===== src/hw/rtl/mpbg_pkg.sv =====
// mpbg_pkg: shared types and constants for the pulse burst generator
// channel record layout, opcodes, sequencer states and size constants
// no dependencies
package mpbg_pkg;

    localparam int CHANNELS_DEF  = 8;
    localparam int CH_W          = 6;
    localparam int MAX_RESULTS   = 8;
    localparam int CNT_W         = $clog2(MAX_RESULTS + 1);
    localparam logic [7:0] ENDLESS_COUNT = 8'hFF;

    typedef enum logic [1:0] {
        OP_TICK   = 2'd0,
        OP_LOAD   = 2'd1,
        OP_ENABLE = 2'd2
    } opcode_t;

    typedef enum logic [1:0] {
        ST_IDLE,
        ST_MODIFY,
        ST_WALK,
        ST_FLUSH
    } seq_state_t;

    typedef struct packed {
        logic        enable;
        logic [7:0]  pulses_left;
        logic [31:0] interval;
        logic [15:0] high_length;
        logic [15:0] period_last;
        logic [15:0] phase;
        logic        level;
        logic [31:0] last_time;
    } chan_entry_t;

endpackage


===== src/hw/rtl/multichannel_pulse_burst_generator.sv =====
// multichannel_pulse_burst_generator: table of pulse channels in one memory,
// walked once per tick item; load and enable items update one record
// depends on mpbg_pkg
//
// channel   direction  handshake              payload
// input     in         in_valid / in_stall    opcode, channel, now_time, pulse_count,
//                                             step_interval, high_length, period_last,
//                                             start_phase, start_level, enable_value
// result    out        out_valid / out_stall  out_channel, out_level, last
//
// a load or enable item reads its record when accepted, then writes it back in ST_MODIFY
// a tick item walks every channel, then flushes any held result: one channel
// record is read per cycle from the single memory read port unless a stall holds
// the walk; the registered record is evaluated and written back during the next channel's read
// one result is held back until the walk knows whether it is the last one
// reset clears all control state and the per-entry valid bits at once; an
// entry never written reads as all zero, so no clearing pass is needed
// a stalled output only holds the walk when a second result must be handed on
module multichannel_pulse_burst_generator
    import mpbg_pkg::*;
#(
    parameter int CHANNELS = CHANNELS_DEF
) (
    input  logic        clk,
    input  logic        rst_n,

    input  logic        in_valid,
    output logic        in_stall,
    input  logic [1:0]  opcode,
    input  logic [5:0]  channel,
    input  logic [31:0] now_time,
    input  logic [7:0]  pulse_count,
    input  logic [31:0] step_interval,
    input  logic [15:0] high_length,
    input  logic [15:0] period_last,
    input  logic [15:0] start_phase,
    input  logic        start_level,
    input  logic        enable_value,

    output logic        out_valid,
    input  logic        out_stall,
    output logic [5:0]  out_channel,
    output logic        out_level,
    output logic        last
);

    localparam int AW    = (CHANNELS > 1) ? $clog2(CHANNELS) : 1;
    localparam int IDX_W = $clog2(CHANNELS + 1);

    // sequencer and walk control
    seq_state_t         state_reg, state_next;
    logic [IDX_W-1:0]   idx_reg, idx_next;
    logic [AW-1:0]      ev_idx_reg, ev_idx_next;
    logic               ev_vld_reg, ev_vld_next;
    logic [CNT_W-1:0]   n_reg, n_next;

    // latched command
    logic [1:0]         cmd_op_reg;
    logic [AW-1:0]      cmd_ch_reg;
    logic [31:0]        now_reg;
    logic [7:0]         ld_pulses_reg;
    logic [31:0]        ld_interval_reg;
    logic [15:0]        ld_high_reg;
    logic [15:0]        ld_period_reg;
    logic [15:0]        ld_phase_reg;
    logic               ld_level_reg;
    logic               en_value_reg;

    // held result and output register
    logic               pend_vld_reg, pend_vld_next;
    logic [AW-1:0]      pend_ch_reg, pend_ch_next;
    logic               pend_level_reg, pend_level_next;
    logic               out_vld_reg, out_vld_next;
    logic [AW-1:0]      out_ch_reg;
    logic               out_level_reg;
    logic               out_last_reg;

    // channel memory
    chan_entry_t        chan_mem [CHANNELS];
    logic [CHANNELS-1:0] wr_seen_reg;
    chan_entry_t        rd_data_reg;
    logic               rd_seen_reg;
    logic               rd_en;
    logic [AW-1:0]      rd_addr;
    logic               mem_we;
    logic [AW-1:0]      wr_addr;
    chan_entry_t        wr_data;

    // datapath
    logic               accept;
    logic               in_range;
    logic               out_free;
    chan_entry_t        ev;
    logic [31:0]        elapsed;
    logic               due;
    logic               step;
    logic               hold;
    logic               advance;
    logic               walk_end;
    logic               new_level;
    logic [15:0]        phase_inc;
    logic               wrap;
    chan_entry_t        stepped;
    chan_entry_t        modified;
    logic               push;
    logic               push_last;

    assign in_stall  = (state_reg != ST_IDLE);
    assign accept    = in_valid && !in_stall;
    assign in_range  = ({1'b0, channel} < 7'(CHANNELS));
    assign out_free  = !out_vld_reg || !out_stall;

    assign out_valid   = out_vld_reg;
    assign out_channel = 6'(out_ch_reg);
    assign out_level   = out_level_reg;
    assign last        = out_last_reg;

    // entry under evaluation, zero when never written
    assign ev = rd_seen_reg ? rd_data_reg : '0;

    // step decision for the entry in the read register
    assign elapsed   = now_reg - ev.last_time;
    assign due       = (elapsed >= ev.interval);
    assign step      = (state_reg == ST_WALK) && ev_vld_reg && ev.enable
                       && (ev.pulses_left != 8'd0) && due
                       && (n_reg < CNT_W'(MAX_RESULTS));
    assign hold      = step && pend_vld_reg && !out_free;
    assign advance   = (state_reg == ST_WALK) && !hold;
    assign walk_end  = advance && (idx_reg == IDX_W'(CHANNELS));

    assign new_level = (ev.phase <= ev.high_length);
    assign phase_inc = ev.phase + 16'd1;
    assign wrap      = (phase_inc > ev.period_last);

    always_comb
    begin
        stepped           = ev;
        stepped.last_time = now_reg;
        stepped.level     = new_level;
        stepped.phase     = wrap ? 16'd0 : phase_inc;
        if (wrap && (ev.pulses_left != ENDLESS_COUNT))
        begin
            stepped.pulses_left = ev.pulses_left - 8'd1;
        end
    end

    // read-modify-write merge for load and enable items
    always_comb
    begin
        modified = ev;
        if (cmd_op_reg == OP_LOAD)
        begin
            modified.pulses_left = ld_pulses_reg;
            modified.interval    = ld_interval_reg;
            modified.high_length = ld_high_reg;
            modified.period_last = ld_period_reg;
            modified.phase       = ld_phase_reg;
            modified.level       = ld_level_reg;
        end
        else
        begin
            modified.enable = en_value_reg;
        end
    end

    // next state
    always_comb
    begin
        state_next = state_reg;
        case (state_reg)
            ST_IDLE:
            begin
                if (accept)
                begin
                    if (opcode == OP_TICK)
                    begin
                        state_next = ST_WALK;
                    end
                    else if ((opcode == OP_LOAD || opcode == OP_ENABLE) && in_range)
                    begin
                        state_next = ST_MODIFY;
                    end
                end
            end
            ST_MODIFY:
            begin
                state_next = ST_IDLE;
            end
            ST_WALK:
            begin
                if (walk_end)
                begin
                    state_next = ST_FLUSH;
                end
            end
            ST_FLUSH:
            begin
                if (!pend_vld_reg || out_free)
                begin
                    state_next = ST_IDLE;
                end
            end
            default:
            begin
                state_next = ST_IDLE;
            end
        endcase
    end

    // memory port control, walk counters and result hand-off
    always_comb
    begin
        rd_en           = 1'b0;
        rd_addr         = idx_reg[AW-1:0];
        mem_we          = 1'b0;
        wr_addr         = ev_idx_reg;
        wr_data         = stepped;
        idx_next        = idx_reg;
        ev_idx_next     = ev_idx_reg;
        ev_vld_next     = ev_vld_reg;
        n_next          = n_reg;
        pend_vld_next   = pend_vld_reg;
        pend_ch_next    = pend_ch_reg;
        pend_level_next = pend_level_reg;
        push            = 1'b0;
        push_last       = 1'b0;
        case (state_reg)
            ST_IDLE:
            begin
                // read the addressed record straight away for a load or enable
                rd_en       = accept;
                rd_addr     = channel[AW-1:0];
                idx_next    = '0;
                ev_vld_next = 1'b0;
                n_next      = '0;
            end
            ST_MODIFY:
            begin
                mem_we  = 1'b1;
                wr_addr = cmd_ch_reg;
                wr_data = modified;
            end
            ST_WALK:
            begin
                if (advance)
                begin
                    rd_en       = (idx_reg != IDX_W'(CHANNELS));
                    ev_vld_next = rd_en;
                    ev_idx_next = idx_reg[AW-1:0];
                    if (rd_en)
                    begin
                        idx_next = idx_reg + IDX_W'(1);
                    end
                    if (step)
                    begin
                        mem_we          = 1'b1;
                        n_next          = n_reg + CNT_W'(1);
                        push            = pend_vld_reg;
                        pend_vld_next   = 1'b1;
                        pend_ch_next    = ev_idx_reg;
                        pend_level_next = new_level;
                    end
                end
            end
            ST_FLUSH:
            begin
                if (pend_vld_reg && out_free)
                begin
                    push          = 1'b1;
                    push_last     = 1'b1;
                    pend_vld_next = 1'b0;
                end
            end
            default:
            begin
            end
        endcase
        out_vld_next = push ? 1'b1 : (out_vld_reg && out_stall);
    end

    // channel memory: one write port, one registered read port
    always_ff @(posedge clk)
    begin
        if (mem_we)
        begin
            chan_mem[wr_addr] <= wr_data;
        end
        if (rd_en)
        begin
            rd_data_reg <= chan_mem[rd_addr];
        end
    end

    // written-entry flags, cleared by reset
    always_ff @(posedge clk or negedge rst_n)
    begin
        if (!rst_n)
        begin
            wr_seen_reg <= '0;
            rd_seen_reg <= 1'b0;
        end
        else
        begin
            if (mem_we)
            begin
                wr_seen_reg[wr_addr] <= 1'b1;
            end
            if (rd_en)
            begin
                rd_seen_reg <= wr_seen_reg[rd_addr];
            end
        end
    end

    // control registers
    always_ff @(posedge clk or negedge rst_n)
    begin
        if (!rst_n)
        begin
            state_reg    <= ST_IDLE;
            idx_reg      <= '0;
            ev_vld_reg   <= 1'b0;
            n_reg        <= '0;
            pend_vld_reg <= 1'b0;
            out_vld_reg  <= 1'b0;
        end
        else
        begin
            state_reg    <= state_next;
            idx_reg      <= idx_next;
            ev_vld_reg   <= ev_vld_next;
            n_reg        <= n_next;
            pend_vld_reg <= pend_vld_next;
            out_vld_reg  <= out_vld_next;
        end
    end

    // payload registers
    always_ff @(posedge clk)
    begin
        ev_idx_reg     <= ev_idx_next;
        pend_ch_reg    <= pend_ch_next;
        pend_level_reg <= pend_level_next;
        if (accept)
        begin
            cmd_op_reg      <= opcode;
            cmd_ch_reg      <= channel[AW-1:0];
            now_reg         <= now_time;
            ld_pulses_reg   <= pulse_count;
            ld_interval_reg <= step_interval;
            ld_high_reg     <= high_length;
            ld_period_reg   <= period_last;
            ld_phase_reg    <= start_phase;
            ld_level_reg    <= start_level;
            en_value_reg    <= enable_value;
        end
        if (push)
        begin
            out_ch_reg    <= pend_ch_reg;
            out_level_reg <= pend_level_reg;
            out_last_reg  <= push_last;
        end
    end

    // checks
    a_idle_no_pending: assert property (@(posedge clk) disable iff (!rst_n)
        (state_reg == ST_IDLE) |-> !pend_vld_reg)
        else $error("result still held while idle");

    a_result_limit: assert property (@(posedge clk) disable iff (!rst_n)
        n_reg <= CNT_W'(MAX_RESULTS))
        else $error("result count beyond limit");

    a_no_same_entry: assert property (@(posedge clk) disable iff (!rst_n)
        (mem_we && rd_en) |-> (wr_addr != rd_addr))
        else $error("read and write of the same channel record in one cycle");

    a_push_needs_room: assert property (@(posedge clk) disable iff (!rst_n)
        push |-> out_free)
        else $error("result handed on while output register still stalled");

    a_eval_in_walk: assert property (@(posedge clk) disable iff (!rst_n)
        ev_vld_reg |-> (state_reg == ST_WALK))
        else $error("record under evaluation outside a walk");

endmodule


===== config.mk =====
export PLATFORM = sky130hd
export DESIGN_NAME = multichannel_pulse_burst_generator
export DESIGN_NICKNAME = d
export VERILOG_FILES = /design/src/hw/rtl/mpbg_pkg.sv /design/src/hw/rtl/multichannel_pulse_burst_generator.sv
export SDC_FILE = /design/constraint.sdc
export NUM_CORES = 1
export LEC_CHECK = 0
export BUFFER_PORTS_ARGS = -buffer_cell sky130_fd_sc_hd__buf_2
export CORE_UTILIZATION = 50
export DETAILED_ROUTE_END_ITERATION = 6
export PLACE_DENSITY = 0.72
export SLEW_MARGIN = 25
export SYNTH_ARGS = -nofsm -noshare
export SYNTH_HDL_FRONTEND = slang
export SYNTH_SLANG_ARGS = --single-unit

===== constraint.sdc =====
create_clock -name clk -period 11.65 [get_ports clk]
set_input_delay 0.5825 -clock clk [delete_from_list [all_inputs] [get_ports clk]]
set_output_delay 0.5825 -clock clk [all_outputs]
set_load 0.005 [all_outputs]

* Word level (Yosys, flattened, before mapping)
Memories as Yosys holds them, arrays and structs flattened. A register that Yosys moved wholly into a read port is not among the register bits. Cells that the tools add are included.
Cells by class: add/subtract/negate cells 5, multipliers 0, divide/modulo/power cells 0, $lt $le $gt $ge 8, equality and inequality tests 17, shift operators 0, muxes and demuxes 42, bitwise gates (word level) 1, reduce and logical (&&, ||, !) cells 37
Operators with widths (count):
- two-way mux 122 bit | 2
- two-way mux 89 bit | 1
- greater-or-equal comparator 32 bit | 1
- subtractor 32 bit | 1
- adder 16 x 1 -> 16 bit, second input constant | 1
- > comparator 16 bit | 1
- less-or-equal comparator 16 bit | 1
- two-way mux 1 bit | 16
- two-way mux 16 bit | 1
- two-way mux 4 bit | 4
- case mux 4 bit (2 select lines) | 2
- logical AND 1 bit | 15
- inequality test 2 bit, second input constant | 6
- two-way mux 2 bit | 5
- case mux 1 bit (2 select lines) | 5
- AND reduction 3 bit | 3
- adder 4 x 1 -> 4 bit, second input constant | 2
- < comparator 3 x 4 -> 1 bit, second input constant | 2
- two-way mux 8 bit | 1
- inequality test 8 bit, second input constant | 1
- OR 8 bit | 1
- case mux 2 bit (4 select lines) | 1
- AND reduction 4 bit | 2
- nonzero test 8 bit | 1
- 18 further kinds | 34
Storage, ports and cells: bits in registers 161, latch bits 0, bits in writable memories 976, bits in read-only memories 0, input bits 134, logic and storage cells 135, memories 1
Memories:
- chan_mem | words 8, width 122, read ports 1, clocked after Yosys merged registers in 1, wr ports 1, line multichannel_pulse_burst_generator.sv:79 | chan_entry_t chan_mem [CHANNELS];

* Depth between registers and ports, before layout
depth in word-level cells 14, depth in mapped cells 24

* Worst setup path before layout
Ideal clock, no wire load.
path type reg-to-reg, start point register rd_seen_reg, end point register rd_seen_reg, setup time 0.385 ns, data arrival time 10.715 ns, required time 11.265 ns, slack 0.550 ns, stages on the path, launching flop included 22, period minus slack after synthesis 11.100 ns, cells stage by stage dfrtp_1 clkbuf_1 clkbuf_1 clkbuf_1 clkbuf_1 nand2_1 ha_1 a2111o_1 o2111ai_1 nand3_1 a221oi_2 nor3_1 or3_1 ha_1 a21oi_1 o21ai_0 a2111oi_0 o21ai_0 a21o_1 buf_6 o21bai_1 mux2i_1
On the way: cells in the longest elaborated chain, start to end 11, elaborated cells on any way between the ends 14, classes of those cells add/sub (1); order compare (1); mux (3); reduce/logical (9)
RTL lines:
- from (decl) | line multichannel_pulse_burst_generator.sv:82 | logic rd_seen_reg;
- from (signal assigned) | line multichannel_pulse_burst_generator.sv:310 | rd_seen_reg <= wr_seen_reg[rd_addr];
- two-way mux 122 bit * | line multichannel_pulse_burst_generator.sv:119 | assign ev = rd_seen_reg ? rd_data_reg : '0;
- subtractor 32 bit (tied with other cells) | line multichannel_pulse_burst_generator.sv:122 | assign elapsed = now_reg - ev.last_time;
- greater-or-equal comparator 32 bit or logical AND 1 bit (tied branches) | line multichannel_pulse_burst_generator.sv:123, multichannel_pulse_burst_generator.sv:125
- logical AND 1 bit * | line multichannel_pulse_burst_generator.sv:125 | && (ev.pulses_left != 8'd0) && due
- logical AND 1 bit * | line multichannel_pulse_burst_generator.sv:126 | && (n_reg < CNT_W'(MAX_RESULTS));
- logical AND 1 bit * (2 in a row) | line multichannel_pulse_burst_generator.sv:127 | assign hold = step && pend_vld_reg && !out_free;
- zero test 1 bit * | line multichannel_pulse_burst_generator.sv:128 | assign advance = (state_reg == ST_WALK) && !hold;
- logical AND 1 bit * | line multichannel_pulse_burst_generator.sv:128
- two-way mux 1 bit * | line multichannel_pulse_burst_generator.sv:245 | if (advance)
- case mux 1 bit (2 select lines) * | line multichannel_pulse_burst_generator.sv:227 | case (state_reg)
- via rd_en | line multichannel_pulse_burst_generator.sv:83 | logic rd_en;
Mark *: on every way through the listed nets, which the timed path passes. The rest lies on a longest branch. A chain may end at the register's enable or synchronous reset.

* Final worst setup path
start point register rd_seen_reg, end point memory chan_mem[1][88] (netlist bit) (enable)
On the way: cells in the longest elaborated chain, start to end 13, elaborated cells on any way between the ends 17, classes of those cells add/sub (1); order compare (1); mux (6); reduce/logical (9)
RTL lines:
- two-way mux 122 bit * | line multichannel_pulse_burst_generator.sv:119
- subtractor 32 bit (tied with other cells) | line multichannel_pulse_burst_generator.sv:122
- greater-or-equal comparator 32 bit or logical AND 1 bit (tied branches) | line multichannel_pulse_burst_generator.sv:123, multichannel_pulse_burst_generator.sv:125
- logical AND 1 bit * | line multichannel_pulse_burst_generator.sv:125
- logical AND 1 bit * | line multichannel_pulse_burst_generator.sv:126
- logical AND 1 bit (2 in a row) | line multichannel_pulse_burst_generator.sv:127
- zero test 1 bit | line multichannel_pulse_burst_generator.sv:128
- logical AND 1 bit | line multichannel_pulse_burst_generator.sv:128
- two-way mux 1 bit * | line multichannel_pulse_burst_generator.sv:245
- case mux 1 bit (2 select lines) * | line multichannel_pulse_burst_generator.sv:227
- two-way mux 1 bit * | line multichannel_pulse_burst_generator.sv:284 | if (mem_we)
- two-way mux 1 bit (not written as such) * | line multichannel_pulse_burst_generator.sv:286 | chan_mem[wr_addr] <= wr_data;
- to (decl) | line multichannel_pulse_burst_generator.sv:79
Every way passes the cells marked *; elsewhere a longest branch is shown, timed or not.

==> results.yml <==
run_status:
  run_status: "complete, no violations"
yosys:
  synth-warning-count: 0
  syn_area_um2: 51100
  postSynthCellCount: 2767
  postSynth.topFlopCell: "sky130_fd_sc_hd__edfxtp_1"
  synth_edf_count: 1227
  postSynthRegisterBits: 1249
  postSynth.asyncResetShare: 0.0176
  ys_seq_area_frac: 0.732
  yosysUniqueCellTypes: 79
  synthesis.area_per_instance_um2: 18.5
setup_path:
  crit_slowest_cell: "sky130_fd_sc_hd__dfrtp_4"
  critical_path_required_ps: 12000
  worst_setup_path_end_kind: "register"
  critical-path-max-stage-delay_ps: 850
  start_kind: "register"
  worst_path_dominant_cell_family: "compound AO/OA/AOI/OAI gates"
  timing.critical_path.fanout_max: 44
  crit_chain: "buf_4 -> nand2_1 -> ha_1 -> o21a_1 -> o31a_1 -> o2111ai_1 -> nand3_1 -> a221oi_2 -> nor3_1 -> or3_1 -> ha_1 -> nand2_1 -> o21ai_0 -> a2111oi_0 -> o21ai_1 -> a21o_1 -> a41oi_2 -> nor2_4 -> buf_4 -> buf_4"
  timing.setup.critical_path_class: "register to register"
  crit_buf_inv: 3
  reg2reg_slack_ps: 3400
  reg2regPathDepth: 20
  worst_r2r_end: "chan_mem[1][88]$_DFFE_PP_"
  critical-path-top-cell-by-count: "sky130_fd_sc_hd__buf_4"
  critical_path.reg2reg.startpoint: "rd_seen_reg$_DFFE_PN0P_"
  arrival_ps: 8590
final_layout:
  areaGrowthSynthToFinish_pct: 14.3
  final-instance-count-excl-fill: 4486
  largest_register_ffs: 968
  most-common-layout-cells: "1227 x sky130_fd_sc_hd__edfxtp_1, 270 x sky130_fd_sc_hd__nand2_1, 244 x sky130_fd_sc_hd__mux4_2"
  num_antenna_cells: 0
  post-route-util: 0.580
  final_layout_size_suffix_gt1_frac: 0.240
  layout_commonest_cell: "sky130_fd_sc_hd__edfxtp_1"
  finish.net_count: 3276
floorplanning:
  core_area_um2: 101000
  die-height_um: 322
  fp.dieW_um: 322
  die_area_um2: 103000
  row_count: 116
  floorplan.io_pins: 144
  initial_utilization: 0.507
sta:
  finalHoldWorstSlack_ps: 42.9
  rsz0062_at_grt: "false"
  max_slew_margin_vs_limit: 0.292
  timing_worst_slew_pin_value_ps: 1060
  timing.setup.tns_ps: 0
  min_period_over_period: 0.708
  setup_viol_count_final: 0
  slew_viol_final: 0
  post-route-worst-setup-slack_ps: 3400
  timing.final.crit_period_ps: 8250
  hold_viol: 0
  timing.fmax_mhz: 121
  final_setup_skew_ps: 27.6
power_and_ir_drop:
  seq_power_share: 0.414
  pint_mw: 10.8
  power.density_cell_area_nw_per_um2: 274
  swShare: 0.323
  static-leakage-power_nw: 19.7
  ir_drop_v: 0.000283
  power.share.combinational: 0.335
  power.switching_mw: 5.18
  power.share.clock: 0.251
grt:
  vias_in_the_first_global_route: 27875
  number_of_antenna_violations_at_the_first_check_in_global_routing: 5
  grt_start_max_net_pins: 175
  grt_overflow: 0
  track_usage: 0.225
  global_route_wire_length_before_repair_um: 171000
route:
  detail_route.wirelength_um: 115000
  detailroute.via_count: 26755
  drt_first_iter_violations: 2731
  detail_route.wl_per_cell_um: 25.7
  drc_errors: 0
  detail_route.first_pass.iterations: 5
  vias_per_cell: 5.96
  route.antenna.remaining_nets: 0
clock_network:
  cts_buffer_depth: 3
  cts_root_buf: "sky130_fd_sc_hd__clkbuf_16"
  cts_tree: "yes"
  clk_transition_reported_paths_ps: 60
  cts_made_buffers: 131
  cts.sinks: 1249
  clkLatencyLatePin_ps: 730
  h-tree-depth: 4
  post_cts.resized_instances: 0
place:
  gpl.final_weighted_congestion: 0.845
  post-place-cells: 4174
  post-place-ws_ps: 3410
  hpwlAfterDp_um: 64000
  io_buffers: 139
hold_path:
  hp-start: "step_interval[31]"
  worstHoldPathCells: 1
  hold-path-endpoint: "ld_interval_reg[31]$_DFFE_PP_"
  hold_path.class: "input pin to register"
job:
  max_cap_violations: 0
[synthesized netlist by cell type, types with 14 or more instances]
cell	instances	share of area
sky130_fd_sc_hd__nand3_1	24	0.0024
sky130_fd_sc_hd__nor2_1	75	0.0055
sky130_fd_sc_hd__mux4_2	244	0.11
sky130_fd_sc_hd__a21oi_1	62	0.0061
sky130_fd_sc_hd__o211ai_1	14	0.0021
sky130_fd_sc_hd__edfxtp_1	1227	0.72
sky130_fd_sc_hd__mux2i_1	15	0.0029
sky130_fd_sc_hd__inv_1	41	0.0030
sky130_fd_sc_hd__buf_2	32	0.0031
sky130_fd_sc_hd__o21ai_0	129	0.013
sky130_fd_sc_hd__a21o_1	33	0.0048
sky130_fd_sc_hd__xnor2_1	25	0.0043
sky130_fd_sc_hd__nor3_1	15	0.0015
sky130_fd_sc_hd__dfrtp_1	22	0.011
sky130_fd_sc_hd__and2_1	19	0.0023
sky130_fd_sc_hd__ha_1	107	0.026
sky130_fd_sc_hd__nand4_1	21	0.0026
sky130_fd_sc_hd__nand2_1	270	0.020
sky130_fd_sc_hd__mux2_2	126	0.028
sky130_fd_sc_hd__clkbuf_1	85	0.0062
[cells by family (layout without fill, tap and decap cells)]
| logic type | count (synthesis) | count (layout) | share of synthesized area |
|---|---|---|---|
| AO/OA/AOI/OAI | 347 | 347 | 0.0431 |
| XOR/XNOR | 38 | 38 | 0.00651 |
| adder cells (fa/ha/maj) | 108 | 108 | 0.0266 |
| buffers and inverters | 173 | 533 | 0.0140 |
| flip-flops | 1249 | 1249 | 0.732 |
| multiplexers | 385 | 385 | 0.138 |
| other | 1 | 3 | 0.0000734 |
| AND/OR/NAND/NOR | 466 | 466 | 0.0397 |
[through the flow]
step	area (um2)	total power, mW
final	58400	16.0
after global routing	58400	16.8
after global placement	53400	11.8
after CTS	58400	16.1
after detailed placement	53400	12.0
after floorplan	51100	10.5
[routing by layer]
layer  vias to the layer above  GRT usage  routed length [um]
met1                     13784      0.294               45600
li1                      11663          -                   -
met5                         -    0.00520                 125
met3                       198     0.0442                8660
met4                        10     0.0762                2980
met2                      1100      0.379               58000
[power groups by stage]
stage | Clock [mW] | Sequential (mW) | Combinational (mW)
final | 4.01 | 6.63 | 5.37
after CTS | 4.08 | 6.63 | 5.39
after global placement | 0 | 6.69 | 5.12
after global routing | 4.24 | 6.68 | 5.84
after floorplan | 0 | 6.65 | 3.89
after detailed placement | 0 | 6.71 | 5.34
[timing repair]
action | in CTS | in global routing
buffers inserted | 0 | 0
hold buffers | 83 | 0
hold endpoints to repair | 104 | 0
[final cells by class]
| cell class | count | area, um2 |
|---|---|---|
| Multi-Input combinational cell | 1347 | 13100 |
| Sequential cell | 1249 | 37400 |
| Timing Repair Buffer | 263 | 1920 |
| Inverter | 42 | 158 |
| Clock buffer | 162 | 3480 |
| Tap cell | 1357 | 1700 |
| Clock inverter | 66 | 619 |
| Fill cell | 7341 | 42300 |
[worst max path at each step]
stage,depth (start not counted),end,slack [ps],from
3_3_place_gp,20,chan_mem[1][83]$_DFFE_PP_,3550,rd_seen_reg$_DFFE_PN0P_
5_1_grt,20,chan_mem[1][88]$_DFFE_PP_,2810,rd_seen_reg$_DFFE_PN0P_
2_1_floorplan,21,rd_seen_reg$_DFFE_PN0P_,550,rd_seen_reg$_DFFE_PN0P_
6_report,20,chan_mem[1][88]$_DFFE_PP_,3400,rd_seen_reg$_DFFE_PN0P_
3_5_place_dp,20,chan_mem[1][83]$_DFFE_PP_,3410,rd_seen_reg$_DFFE_PN0P_
4_1_cts,20,chan_mem[1][104]$_DFFE_PP_,3360,rd_seen_reg$_DFFE_PN0P_
Note: power is estimated with default switching activity, not from simulation.
